$ cat config.mk
export PLATFORM = sky130hd
export DESIGN_NAME = csv_integer_series_parser
export DESIGN_NICKNAME = d
export VERILOG_FILES = /design/src/rtl/cisp_pkg.sv /design/src/rtl/cisp_front.sv /design/src/rtl/cisp_parser.sv /design/src/rtl/cisp_out_q.sv /design/src/rtl/csv_integer_series_parser.sv
export SDC_FILE = /design/constraint.sdc
export NUM_CORES = 1
export LEC_CHECK = 0
export BUFFER_PORTS_ARGS = -buffer_cell sky130_fd_sc_hd__buf_2
export CORE_ASPECT_RATIO = 0.9
export CORE_UTILIZATION = 50
export CTS_BUF_LIST = sky130_fd_sc_hd__clkbuf_4 sky130_fd_sc_hd__clkbuf_8 sky130_fd_sc_hd__clkbuf_16
export DETAILED_ROUTE_END_ITERATION = 10
export PLACE_DENSITY = 0.7
export SYNTH_ARGS = -nofsm -noshare
export SYNTH_HDL_FRONTEND = slang
export SYNTH_SLANG_ARGS = --single-unit
$ cat constraint.sdc
create_clock -name clk -period 3.9 [get_ports clk]
set_input_delay 0.195 -clock clk [delete_from_list [all_inputs] [get_ports clk]]
set_output_delay 0.195 -clock clk [all_outputs]
set_load 0.03 [all_outputs]
$ cat src/rtl/cisp_pkg.sv
// Shared constants, types and codes for the integer list parser.
`timescale 1ns / 1ps
package cisp_pkg;

  // sizing
  localparam int MaxValues   = 64;
  localparam int MaxCapacity = 4096;
  localparam int PosW        = $clog2(MaxCapacity);
  localparam int CntW        = $clog2(MaxValues + 1);
  localparam int IdxW        = $clog2(MaxValues);
  localparam int ValW        = 32;
  localparam int ByteW       = 8;
  localparam int CapW        = 13;
  localparam int LimW        = 7;
  localparam int CfgIdxW     = 1;
  localparam int CfgDataW    = 13;

  // output word layout
  localparam int OutFieldW   = ValW + IdxW + CntW;
  localparam int OutDataW    = ((OutFieldW + 7) / 8) * 8;
  localparam int OutPadW     = OutDataW - OutFieldW;
  localparam int UserW       = 2;
  localparam int UserDoneBit = 0;
  localparam int UserOvrBit  = 1;
  localparam int IdxLsb      = ValW;
  localparam int CntLsb      = ValW + IdxW;

  // configuration register indexes
  localparam logic [CfgIdxW-1:0] CfgCapacity = 1'b0;
  localparam logic [CfgIdxW-1:0] CfgLimit    = 1'b1;

  // configuration reset values
  localparam logic [CapW-1:0] CapReset = CapW'(64);
  localparam logic [LimW-1:0] LimReset = LimW'(8);

  // characters
  localparam logic [ByteW-1:0] ChNul   = 8'h00;
  localparam logic [ByteW-1:0] ChSpace = 8'h20;
  localparam logic [ByteW-1:0] ChComma = 8'h2C;
  localparam logic [ByteW-1:0] ChMinus = 8'h2D;
  localparam logic [ByteW-1:0] ChZero  = 8'h30;
  localparam logic [ByteW-1:0] ChNine  = 8'h39;

  // classified input word
  typedef struct packed {
    logic       nul;
    logic       sep;
    logic       comma;
    logic       minus;
    logic       digit;
    logic [3:0] dval;
  } class_t;

  // effective configuration, already clamped
  typedef struct packed {
    logic [PosW-1:0] cap_last;
    logic [CntW-1:0] lim;
  } cfg_t;

  // one result word
  typedef struct packed {
    logic signed [ValW-1:0] parsed_value;
    logic [IdxW-1:0]        value_index;
    logic                   is_done;
    logic [CntW-1:0]        value_count;
    logic                   overrun;
    logic                   last_of_run;
  } res_t;

  // results produced for one byte
  typedef struct packed {
    logic [1:0] n;
    res_t       r0;
    res_t       r1;
  } push_t;

endpackage

$ cat src/rtl/cisp_front.sv
// Front end: accepts bytes, classifies them and queues them for the parser.
`timescale 1ns / 1ps
module cisp_front (
  input  logic                          clk,
  input  logic                          rst,
  input  logic                          s_tvalid,
  output logic                          s_tready,
  input  logic [cisp_pkg::ByteW-1:0]    s_tdata,
  output logic                          q_valid,
  output cisp_pkg::class_t              q_word,
  input  logic                          q_pop
);

  cisp_pkg::class_t cls;
  cisp_pkg::class_t slot [2];
  logic       wp;
  logic       rp;
  logic [1:0] count;
  logic       acc;

  // byte classification
  always_comb begin
    cls.nul   = (s_tdata == cisp_pkg::ChNul);
    cls.comma = (s_tdata == cisp_pkg::ChComma);
    cls.sep   = (s_tdata == cisp_pkg::ChSpace) || (s_tdata == cisp_pkg::ChComma);
    cls.minus = (s_tdata == cisp_pkg::ChMinus);
    cls.digit = (s_tdata >= cisp_pkg::ChZero) && (s_tdata <= cisp_pkg::ChNine);
    cls.dval  = s_tdata[3:0];
  end

  assign s_tready = (count != 2'd2);
  assign acc      = s_tvalid && s_tready;
  assign q_valid  = (count != 2'd0);
  assign q_word   = slot[rp];

  // two-entry queue
  always_ff @(posedge clk) begin
    if (rst) begin
      wp    <= 1'b0;
      rp    <= 1'b0;
      count <= 2'd0;
    end else begin
      if (acc) begin
        wp <= ~wp;
      end
      if (q_pop) begin
        rp <= ~rp;
      end
      count <= count + {1'b0, acc} - {1'b0, q_pop};
    end
  end

  always_ff @(posedge clk) begin
    if (acc) begin
      slot[wp] <= cls;
    end
  end

endmodule

$ cat src/rtl/cisp_parser.sv
// Back end: token scanner, accumulator and result generation.
`timescale 1ns / 1ps
module cisp_parser (
  input  logic                  clk,
  input  logic                  rst,
  input  cisp_pkg::cfg_t        cfg,
  input  logic                  q_valid,
  input  cisp_pkg::class_t      q_word,
  output logic                  q_pop,
  input  logic                  room,
  output cisp_pkg::push_t       push
);

  localparam logic [2:0] ModeSep       = 3'd0;
  localparam logic [2:0] ModeMinus     = 3'd1;
  localparam logic [2:0] ModeDigits    = 3'd2;
  localparam logic [2:0] ModeSkipComma = 3'd3;
  localparam logic [2:0] ModeSkipJunk  = 3'd4;

  logic [2:0]                    mode;
  logic                          minus;
  logic [cisp_pkg::ValW-1:0]     acc;
  logic [cisp_pkg::CntW-1:0]     emitted;
  logic [cisp_pkg::PosW-1:0]     pos;

  logic [2:0]                    mode_next;
  logic                          minus_next;
  logic [cisp_pkg::ValW-1:0]     acc_next;
  logic [cisp_pkg::CntW-1:0]     emitted_next;
  logic [cisp_pkg::PosW-1:0]     pos_next;

  logic                          ovr;
  logic                          taking;
  logic                          emit_val;
  logic [2:0]                    mode_mid;
  logic [cisp_pkg::CntW-1:0]     emitted_mid;
  logic [cisp_pkg::ValW-1:0]     value;
  cisp_pkg::res_t                r_val;
  cisp_pkg::res_t                r_done;

  assign q_pop = q_valid && room;

  always_comb begin
    ovr         = !q_word.nul && (pos >= cfg.cap_last);
    taking      = (emitted < cfg.lim);
    emit_val    = (mode == ModeDigits) && !q_word.digit && taking && !ovr;
    value       = minus ? (cisp_pkg::ValW'(0) - acc) : acc;
    emitted_mid = emitted + {{(cisp_pkg::CntW-1){1'b0}}, emit_val};

    // a value ends at the first non-digit
    mode_mid = mode;
    if (mode == ModeDigits && !q_word.digit) begin
      mode_mid = q_word.sep ? ModeSep : ModeSkipJunk;
    end

    // value result
    r_val              = '0;
    r_val.parsed_value = value;
    r_val.value_index  = emitted[cisp_pkg::IdxW-1:0];

    // done or overrun result
    r_done             = '0;
    r_done.is_done     = 1'b1;
    r_done.last_of_run = 1'b1;
    if (ovr) begin
      r_done.overrun = 1'b1;
    end else begin
      r_done.value_count = emitted_mid;
    end

    // pack results for the output queue
    push = '0;
    if (q_pop) begin
      if (ovr) begin
        push.n  = 2'd1;
        push.r0 = r_done;
      end else if (emit_val && q_word.nul) begin
        push.n  = 2'd2;
        push.r0 = r_val;
        push.r1 = r_done;
      end else if (emit_val) begin
        push.n  = 2'd1;
        push.r0 = r_val;
        push.r0.last_of_run = 1'b1;
      end else if (q_word.nul) begin
        push.n  = 2'd1;
        push.r0 = r_done;
      end
    end

    // scanner state
    mode_next    = mode_mid;
    minus_next   = minus;
    acc_next     = acc;
    emitted_next = emitted_mid;
    pos_next     = pos + cisp_pkg::PosW'(1);
    if (ovr || q_word.nul) begin
      mode_next    = ModeSep;
      minus_next   = 1'b0;
      acc_next     = '0;
      emitted_next = '0;
      pos_next     = '0;
    end else begin
      case (mode_mid)
        ModeDigits: begin
          acc_next = (acc << 3) + (acc << 1) + {28'd0, q_word.dval};
        end
        ModeMinus: begin
          if (q_word.digit) begin
            acc_next  = {28'd0, q_word.dval};
            mode_next = ModeDigits;
          end else begin
            mode_next = q_word.comma ? ModeSep : ModeSkipComma;
          end
        end
        ModeSkipComma: begin
          if (q_word.comma) begin
            mode_next = ModeSep;
          end
        end
        ModeSkipJunk: begin
          if (q_word.sep) begin
            mode_next = ModeSep;
          end
        end
        default: begin
          if (q_word.sep) begin
            mode_next = ModeSep;
          end else if (q_word.minus) begin
            minus_next = 1'b1;
            mode_next  = ModeMinus;
          end else if (q_word.digit) begin
            minus_next = 1'b0;
            acc_next   = {28'd0, q_word.dval};
            mode_next  = ModeDigits;
          end else begin
            mode_next = ModeSkipComma;
          end
        end
      endcase
      if (mode_next == ModeSep) begin
        minus_next = 1'b0;
      end
    end
  end

  // state registers
  always_ff @(posedge clk) begin
    if (rst) begin
      mode    <= ModeSep;
      minus   <= 1'b0;
      acc     <= '0;
      emitted <= '0;
      pos     <= '0;
    end else if (q_pop) begin
      mode    <= mode_next;
      minus   <= minus_next;
      acc     <= acc_next;
      emitted <= emitted_next;
      pos     <= pos_next;
    end
  end

endmodule

$ cat src/rtl/cisp_out_q.sv
// Result queue: takes up to two per cycle, shows one per cycle on pop.
`timescale 1ns / 1ps
module cisp_out_q (
  input  logic               clk,
  input  logic               rst,
  input  cisp_pkg::push_t    push,
  output logic               room,
  output logic               out_valid,
  input  logic               out_pop,
  output cisp_pkg::res_t     out_res
);

  cisp_pkg::res_t mem [4];
  logic [1:0] wp;
  logic [1:0] rp;
  logic [2:0] count;
  logic       pop;

  // room for a worst-case pair of results
  assign room      = (count <= 3'd2);
  assign out_valid = (count != 3'd0);
  assign pop       = out_valid && out_pop;
  assign out_res   = mem[rp];

  always_ff @(posedge clk) begin
    if (rst) begin
      wp    <= '0;
      rp    <= '0;
      count <= '0;
    end else begin
      wp    <= wp + push.n;
      rp    <= rp + {1'b0, pop};
      count <= count + {1'b0, push.n} - {2'b0, pop};
    end
  end

  always_ff @(posedge clk) begin
    if (push.n != 2'd0) begin
      mem[wp] <= push.r0;
    end
    if (push.n == 2'd2) begin
      mem[wp + 2'd1] <= push.r1;
    end
  end

endmodule

$ cat src/rtl/csv_integer_series_parser.sv
// Top level of the comma/space separated signed integer list parser.
// One text byte is taken per cycle while s_tready is high, and one result word
// leaves per cycle while m_tready is high. A byte is registered in a two-entry
// input queue and parsed once at its head with room in the result queue; its
// results are registered in a four-entry result queue that feeds the output. A
// value ended by the terminator gives two results, which leave the output one
// at a time; the output port's one word per cycle sets the sustained rate when
// results come in pairs. Values are reported as they complete; a string with
// no terminator within buffer_capacity bytes ends with an overrun word (tuser
// overrun set, count zero), after which values already sent for it are to be
// discarded. Configuration is taken at any time, one write per cycle, and must
// only change while the block is idle. No clearing pass after reset.
`timescale 1ns / 1ps
module csv_integer_series_parser (
  input  logic                             clk,
  input  logic                             rst,
  // input stream
  input  logic                             s_tvalid,
  output logic                             s_tready,
  input  logic [cisp_pkg::ByteW-1:0]       s_tdata,   // text_byte
  // result stream
  output logic                             m_tvalid,
  input  logic                             m_tready,
  output logic [cisp_pkg::OutDataW-1:0]    m_tdata,   // parsed_value, value_index,
                                                      // value_count, zero pad
  output logic [cisp_pkg::UserW-1:0]       m_tuser,   // is_done, overrun
  output logic                             m_tlast,
  // configuration writes
  input  logic                             cfg_valid,
  output logic                             cfg_ready,
  input  logic [cisp_pkg::CfgIdxW-1:0]     cfg_index,
  input  logic [cisp_pkg::CfgDataW-1:0]    cfg_data
);

  cisp_pkg::cfg_t   cfg;
  cisp_pkg::class_t q_word;
  cisp_pkg::push_t  push;
  cisp_pkg::res_t   res;
  logic             q_valid;
  logic             q_pop;
  logic             room;

  logic [cisp_pkg::CapW-1:0] cap_raw;
  logic [cisp_pkg::CapW-1:0] cap_eff;
  logic [cisp_pkg::LimW-1:0] lim_raw;
  logic [cisp_pkg::LimW-1:0] lim_eff;

  // clamp configuration on the way in
  always_comb begin
    cap_raw = cfg_data[cisp_pkg::CapW-1:0];
    lim_raw = cfg_data[cisp_pkg::LimW-1:0];
    if (cap_raw == '0) begin
      cap_eff = cisp_pkg::CapW'(1);
    end else if (cap_raw > cisp_pkg::CapW'(cisp_pkg::MaxCapacity)) begin
      cap_eff = cisp_pkg::CapW'(cisp_pkg::MaxCapacity);
    end else begin
      cap_eff = cap_raw;
    end
    if (lim_raw > cisp_pkg::LimW'(cisp_pkg::MaxValues)) begin
      lim_eff = cisp_pkg::LimW'(cisp_pkg::MaxValues);
    end else begin
      lim_eff = lim_raw;
    end
  end

  assign cfg_ready = 1'b1;

  // configuration registers (stored as last allowed position and clamped limit)
  always_ff @(posedge clk) begin
    if (rst) begin
      cfg.cap_last <= cisp_pkg::PosW'(cisp_pkg::CapReset - cisp_pkg::CapW'(1));
      cfg.lim      <= cisp_pkg::CntW'(cisp_pkg::LimReset);
    end else if (cfg_valid) begin
      case (cfg_index)
        cisp_pkg::CfgCapacity: begin
          cfg.cap_last <= cisp_pkg::PosW'(cap_eff - cisp_pkg::CapW'(1));
        end
        cisp_pkg::CfgLimit: begin
          cfg.lim <= cisp_pkg::CntW'(lim_eff);
        end
        default: begin
        end
      endcase
    end
  end

  cisp_front u_front (
    .clk      (clk),
    .rst      (rst),
    .s_tvalid (s_tvalid),
    .s_tready (s_tready),
    .s_tdata  (s_tdata),
    .q_valid  (q_valid),
    .q_word   (q_word),
    .q_pop    (q_pop)
  );

  cisp_parser u_parser (
    .clk     (clk),
    .rst     (rst),
    .cfg     (cfg),
    .q_valid (q_valid),
    .q_word  (q_word),
    .q_pop   (q_pop),
    .room    (room),
    .push    (push)
  );

  cisp_out_q u_out_q (
    .clk       (clk),
    .rst       (rst),
    .push      (push),
    .room      (room),
    .out_valid (m_tvalid),
    .out_pop   (m_tready),
    .out_res   (res)
  );

  // output word packing
  assign m_tdata = {{cisp_pkg::OutPadW{1'b0}}, res.value_count, res.value_index,
                    res.parsed_value};
  assign m_tuser = {res.overrun, res.is_done};
  assign m_tlast = res.last_of_run;

endmodule

### Word-level counts from Yosys, hierarchy flattened

Memory sizes are Yosys's and may differ from the RTL's. A register that Yosys moved wholly into a read port is not among the register bits.
Cells that the tools add are included.

| word-level totals | value |
|---|---|
| bits in registers | 85 |
| latch bits | 0 |
| bits in writable memories | 210 |
| memory bits (read-only) | 0 |
| output and inout port bits | 54 |
| logic and storage cells | 127 |
| memories | 2 |

Memory list:

| memory | words | width | rd ports | clocked after Yosys merged registers in | write ports | line | text |
|---|---|---|---|---|---|---|---|
| u_out_q.mem | 4 | 48 | 1 | 1 | 2 | cisp_out_q.sv:13 | `cisp_pkg::res_t mem [4];` |
| u_front.slot | 2 | 9 | 1 | 1 | 1 | cisp_front.sv:15 | `cisp_pkg::class_t slot [2];` |

| operators by class | value |
|---|---|
| add/sub/neg operators | 13 |
| $mul | 0 |
| divide/modulo/power cells | 0 |
| $lt $le $gt $ge | 7 |
| equal/unequal tests | 15 |
| shift-type cells | 0 |
| mux-type cells | 47 |
| bitwise gates (word level) | 3 |
| reductions and logical operators | 27 |

Operators by type and width:

| cell | count |
|---|---|
| 32-bit 2-to-1 mux | 5 |
| 50-bit 2-to-1 mux | 2 |
| 49-bit 2-to-1 mux | 2 |
| 98-bit 2-to-1 mux | 1 |
| 32-bit case mux with 3 select lines | 1 |
| 48-bit 2-to-1 mux | 1 |
| 12-bit 2-to-1 mux | 3 |
| 32-bit adder | 1 |
| 32-bit by 4-bit adder with 32-bit output | 1 |
| 1-bit by 32-bit subtractor with 32-bit output (first input constant) | 1 |
| 3-bit 2-to-1 mux | 9 |
| 8-bit by 6-bit equality test with 1-bit output (second input constant) | 3 |
| 7-bit 2-to-1 mux | 3 |
| 1-bit 2-to-1 mux | 16 |
| 13-bit > comparator (second input constant) | 1 |
| 13-bit logical NOT | 1 |
| 12-bit by 1-bit adder with 12-bit output (second input constant) | 1 |
| 12-bit >= comparator | 1 |
| 3-bit case mux with 4 select lines | 1 |
| 12-bit by 1-bit subtractor with 12-bit output (second input constant) | 1 |
| 10-bit 2-to-1 mux | 1 |
| 3-bit by 2-bit equality test with 1-bit output (second input constant) | 3 |
| 1-bit logical AND | 9 |
| 8-bit by 6-bit >= comparator with 1-bit output (second input constant) | 1 |
| other kinds (33) | 43 |

### Depth between registers and ports, before layout

| logic depth | value |
|---|---|
| word-level depth | 14 |
| gate-level depth with buffers | 17 |
| depth with buffers taken out | 16 |

### Cells and area by module

Synthesis repeated with hierarchy kept, for this count alone.

| second synthesis, totals | value |
|---|---|
| cell total of the unflattened synthesis | 1,470 |
| area total of the unflattened synthesis | 17,620.6 um2 |

Modules (own cells, without submodules):

| module | instances | cells each | area each (um2) | sequential area each (um2) |
|---|---|---|---|---|
| cisp_out_q | 1 | 509 | 9,671.8 | 5,905.7 |
| cisp_parser | 1 | 753 | 5,801.8 | 1,101.1 |
| csv_integer_series_parser | 1 | 143 | 1,187.4 | 380.4 |
| cisp_front | 1 | 65 | 959.7 | 640.6 |

### Least setup slack after synthesis

No wires, ideal clock.

| timing path | value |
|---|---|
| path type | reg-to-reg |
| from | register, netlist name cfg[17] |
| to | memory u_out_q.mem[2][0] (netlist bit), enable pin |
| library setup time | 0.334 ns |
| arrival time | 3.334 ns |
| data required time | 3.566 ns |
| setup slack | 0.232 ns |
| stages on the path, launching flop included | 15 |
| buffers on the path | 2 |
| cells stage by stage | dfxtp_1 > inv_1 > ha_1 > a2111oi_2 > o221ai_1 > o21bai_1 > and2_1 > clkbuf_1 > nor2_1 > ha_1 > inv_1 > a2111oi_2 > nand3b_1 > clkbuf_1 > nand2_1 |

RTL lines:

| what | line |
|---|---|
| end: declaration | cisp_out_q.sv:13 |

### Final worst setup path

| timing path | value |
|---|---|
| from | register u_parser.pos[0] (netlist bit) |
| to | register u_out_q.count[2] |

| between the ends | value |
|---|---|
| cells in the longest elaborated chain, start to end | 10 |
| elaborated cells on any way between the ends | 11 |
| those cells by class | add/sub: 2; order compare: 1; mux: 4; reduce/logical: 4 |

Ends and longest elaborated chain:

| what | line | text |
|---|---|---|
| start: declaration | cisp_parser.sv:24 | `logic [cisp_pkg::PosW-1:0] pos;` |
| start signal: assignment | cisp_parser.sv:160 | `pos <= pos_next;` |
| 12-bit >= comparator (*) | cisp_parser.sv:44 | `ovr = !q_word.nul && (pos >= cfg.cap_last);` |
| 1-bit logical AND (*) | cisp_parser.sv:44 |  |
| 1-bit logical NOT | cisp_parser.sv:46 | `emit_val = (mode == ModeDigits) && !q_word.digit && taking && !ovr;` |
| 1-bit logical AND | cisp_parser.sv:46 |  |
| 49-bit 2-to-1 mux or 1-bit logical AND (tied branches) | cisp_parser.sv:81, cisp_parser.sv:77 |  |
| 50-bit 2-to-1 mux | cisp_parser.sv:77 | `end else if (emit_val && q_word.nul) begin` |
| 50-bit 2-to-1 mux (*) | cisp_parser.sv:74 | `if (ovr) begin` |
| 98-bit 2-to-1 mux (*) | cisp_parser.sv:73 | `if (q_pop) begin` |
| 3-bit by 2-bit adder with 3-bit output (*) | cisp_out_q.sv:33 | `count <= count + {1'b0, push.n} - {2'b0, pop};` |
| 3-bit by 1-bit subtractor with 3-bit output (*) | cisp_out_q.sv:33 |  |
| end signal: assignment | cisp_out_q.sv:33 |  |
| end: declaration | cisp_out_q.sv:16 | `logic [2:0] count;` |

Every way passes the cells marked *; elsewhere a longest branch is shown, timed or not.
A chain may end at the register's enable or synchronous reset.

==> run summary <==
PLACED DESIGN
--------------------------------------------------------------------------------------------------------
Detailed-placement wirelength estimate                                                          25100 um
Input/output buffers                                                                                  76
Placement-stage worst setup slack                                                               0.123 ns
Routability Congestion                                                                             0.873
Cell area reported after detailed placement                                                    16300 um2

SETUP PATH
--------------------------------------------------------------------------------------------------------
Worst setup path category                                                                        reg2reg
Worst Setup End Kind                                                                            register
Required time of the worst setup path                                                            4.28 ns
Data arrival time at the worst-slack endpoint                                                    4.04 ns
Worst-path maximum fanout                                                                              5
Worst Setup Start Kind                                                                          register

SYNTHESIS
--------------------------------------------------------------------------------------------------------
Commonest register cell after synthesis                                                          dfxtp_1
Dominant cell type by area after synthesis                                                       dfxtp_1
Most instantiated cells after synthesis                                                     dfxtp_1 (242), nand3_1 (191), o21ai_0 (138)
Proportion of netlist area held by the largest area contributor                                    31.2%
Cell Area, Synth                                                                               15500 um2
Number of enable-type register cells in the synthesized netlist                                       54
Distinct cells, synth                                                                                 75
Top post-synthesis cells by area                                                            dfxtp_1 (31%), edfxtp_1 (10%), ha_1 (7.2%), mux4_2 (7.0%), nand3_1 (6.2%)
Most numerous cell in the Yosys netlist                                                          dfxtp_1
Count of mapped cells out of synthesis                                                              1639
Sequential share of the synthesized area                                                           41.6%
Mean instance size in the synthesized netlist                                                   9.48 um2
Async set-or-reset flop fraction in the synthesized netlist                                           0%
Warning count from the yosys run                                                                       0
Post-synthesis register bit count                                                                    296

DRT
--------------------------------------------------------------------------------------------------------
Overall routed net length                                                                       38200 um
Number of nets with antenna violations after routing                                                   0
Detailed-route via count                                                                           12.5k
Routed wirelength normalized by instance count                                                   18.2 um
Initial detailed-routing violation count                                                            1028
Residual DRC                                                                                           0
Detailed-router iteration count before antenna repair                                                  5
Per-cell via count in the routed design                                                             5.96

TIMING
--------------------------------------------------------------------------------------------------------
Max-slew violations                                                                                    0
Clock skew after layout                                                                        0.0132 ns
RSZ-0062 raised after global routing                                                                  no
Share of the cycle needed by the critical path after routing                                       93.9%
Final Critical Period                                                                            3.66 ns
Number of setup violations in the final report                                                         0
Total count of hold-check failures in the final report                                                 0
Final total negative setup slack                                                                    0 ns
Worst hold margin                                                                              0.0403 ns
Slew of the pin with the lowest slew margin                                                      1.15 ns
Final critical-path setup slack                                                                 0.239 ns
Top achievable clock speed                                                                     0.273 GHz
Worst slew margin relative to its limit                                                            23.0%

CLOCKING
--------------------------------------------------------------------------------------------------------
Root buffer cell                                                                               clkbuf_16
Number of buffers on the longest clock path                                                            3
TritonCTS clock tree                                                                                done
H-tree levels                                                                                          2
Insertion delay to the later sink of the worst-skew pair                                         0.52 ns
Inserted Clock Buffers                                                                                34
CTS sink count                                                                                       296
Number of post-CTS setup repair buffers                                                                0
Post-CTS clock slew at the launch and capture registers of the worst setup and hold paths        0.06 ns

FLOORPLANNING
--------------------------------------------------------------------------------------------------------
Total I/O pin count                                                                                   81
Die width                                                                                         188 um
Initial cell density of the core                                                                   51.4%
DIE AREA                                                                                       31800 um2
Y dimension of the die                                                                            169 um
Area of the core                                                                               30300 um2
Row Count                                                                                             60

FINAL LAYOUT
--------------------------------------------------------------------------------------------------------
Fraction of final layout cells sized beyond drive strength 1                                       14.9%
Filler instances                                                                                    2606
Antenna cells                                                                                          0
Area of all placed cells without fillers                                                       17600 um2
Synth-to-layout area growth                                                                        13.2%
Net count of the finished layout                                                                    1793

GLOBAL ROUTING
--------------------------------------------------------------------------------------------------------
Most crowded layer after global routing                                                             met2
GR Util met2                                                                                       38.2%
Vias in the first global route                                                                     12.0k
Global-route track usage on met1                                                                   34.3%
Residual overflow from global routing                                                                  0
Overall Global Routing Usage                                                                       24.0%
Global-route wire length before repair                                                          62200 um
Initial antenna violation count                                                                        0
Largest net degree at the start of global routing                                                     80
GR met3 Demand/Resource                                                                            3.23%

MIN PATH
--------------------------------------------------------------------------------------------------------
Class of the most critical hold timing path                                                       in2reg

POWER AND IR DROP
--------------------------------------------------------------------------------------------------------
Leakage dissipation                                                                              6.72 nW
Max IR drop VDD                                                                               0.000333 V
P per Cell Area                                                                               487 nW/um2

FLOW RUN
--------------------------------------------------------------------------------------------------------
Reported max-cap violation count                                                                       0

STATUS
--------------------------------------------------------------------------------------------------------
Status                                                                                      finished clean

-- timing repair --
item / in CTS / in global routing
setup endpoints to repair: 0 / 223
hold buffers: 7 / 0
resized for setup: 0 / 9
hold endpoints to repair: 11 / 0
-- placed cells by master (no fill, tap or decap), drive strengths merged, types with 6 or more instances in the layout --
cell type    Yosys  final
and2            10     10
inv             45     47
mux2i            9      9
xor2            38     38
o211ai          10     10
nor3            27     27
or3             15     15
xnor2           44     44
nor3b           15     15
nand4            6      6
nor2            93     93
nor4             8      8
nor2b           16     16
and3            15     15
a211oi          13     13
or4              6      6
o21a             7      7
ha              89     89
edfxtp          54     54
o31ai           90     90
a21oi           71     71
dlygate4sd3      0      7
nand2          114    114
mux4            48     48
buf             21    107
o21ai          142    142
a21o            13     13
nand3          191    191
mux2             6      6
clkbuf          96     50
nand2b          11     11
dfxtp          242    242
-- flip-flops by register name, indices dropped and copies added (netlist names), named ones only --
name,flops
u_front.rp,1
u_out_q.count,3
u_parser.emitted,7
u_front.wp,1
u_front.slot,18
cfg,19
u_parser.minus,1
u_out_q.mem,192
u_parser.acc,32
u_out_q.rp,2
u_out_q.wp,2
u_parser.pos,12
u_parser.mode,3
u_front.count,2
-- stage by stage --
step / instances / utilization [%] / total power, W
global placement: 2034 / 53.7 / 0.00521
global route: 2102 / 58.1 / 0.00893
detailed placement: 2034 / 53.7 / 0.00524
floorplan: 1641 / - / 0.00473
CTS: 2102 / 58.0 / 0.00861
finish: 2102 / 58.1 / 0.00857
-- report_power, final --
part / leakage, nW / total [W] / switching (W) / internal, W
Combinational: 3.70 / 0.00169 / 0.00108 / 0.000614
Sequential: 2.42 / 0.00350 / 0.000239 / 0.00326
Clock: 0.603 / 0.00338 / 0.00128 / 0.00210
Total: 6.72 / 0.00857 / 0.00259 / 0.00598
-- critical path, stage by stage, from the launching register on --
cell and delay, ns:
dfxtp_1 0.40, inv_1 0.06, ha_1 0.25, nand2b_1 0.14
a21o_1 0.19, a211oi_2 0.27, o21bai_2 0.15, and2_1 0.18
nor2_2 0.15, ha_2 0.23, inv_1 0.11, or3_1 0.42
ha_1 0.29, inv_1 0.05, fa_1 0.43, xnor2_1 0.17
nor2_1 0.05
-- path summary, 6_finish.rpt --
check,start,endpoint,slack (ns),cells after the start
max,u_parser.pos[0],u_out_q.count[2],0.24,16
min,cfg_data[11],cfg[18],0.04,3
max reg2reg,u_parser.pos[0],u_out_q.count[2],0.24,16
min reg2reg,cfg[6],cfg[6],0.46,2
-- metal layers --
metal	up-vias	part of all wire, %
li1	6132	-
met1	5998	48
met2	349	45
met3	48	5.4
met4	0	1.7
met5	-	0
-- cells by family after synthesis --
family / Yosys count / synth area share [%]
and+or+nand+nor: 537 / 17.0
AOI/OAI and AO/OA: 405 / 16.9
muxes: 63 / 7.97
xor gates and xnor gates: 82 / 4.67
other: 2 / 0.0483
DFF: 296 / 41.6
buffers and inverters: 162 / 4.26
adders and majority gates: 92 / 7.55
-- area by class of cell --
cell class | count | area [um2] | area share (%)
Clock buffer | 50 | 1060 | 6.03
Clock inverter | 11 | 149 | 0.847
Inverter | 45 | 169 | 0.960
Multi-Input combinational cell | 1183 | 8490 | 48.3
Sequential cell | 296 | 6470 | 36.8
Tap cell | 403 | 504 | 2.87
Timing Repair Buffer | 114 | 746 | 4.24
Note: power is estimated with default switching activity, not from simulation.
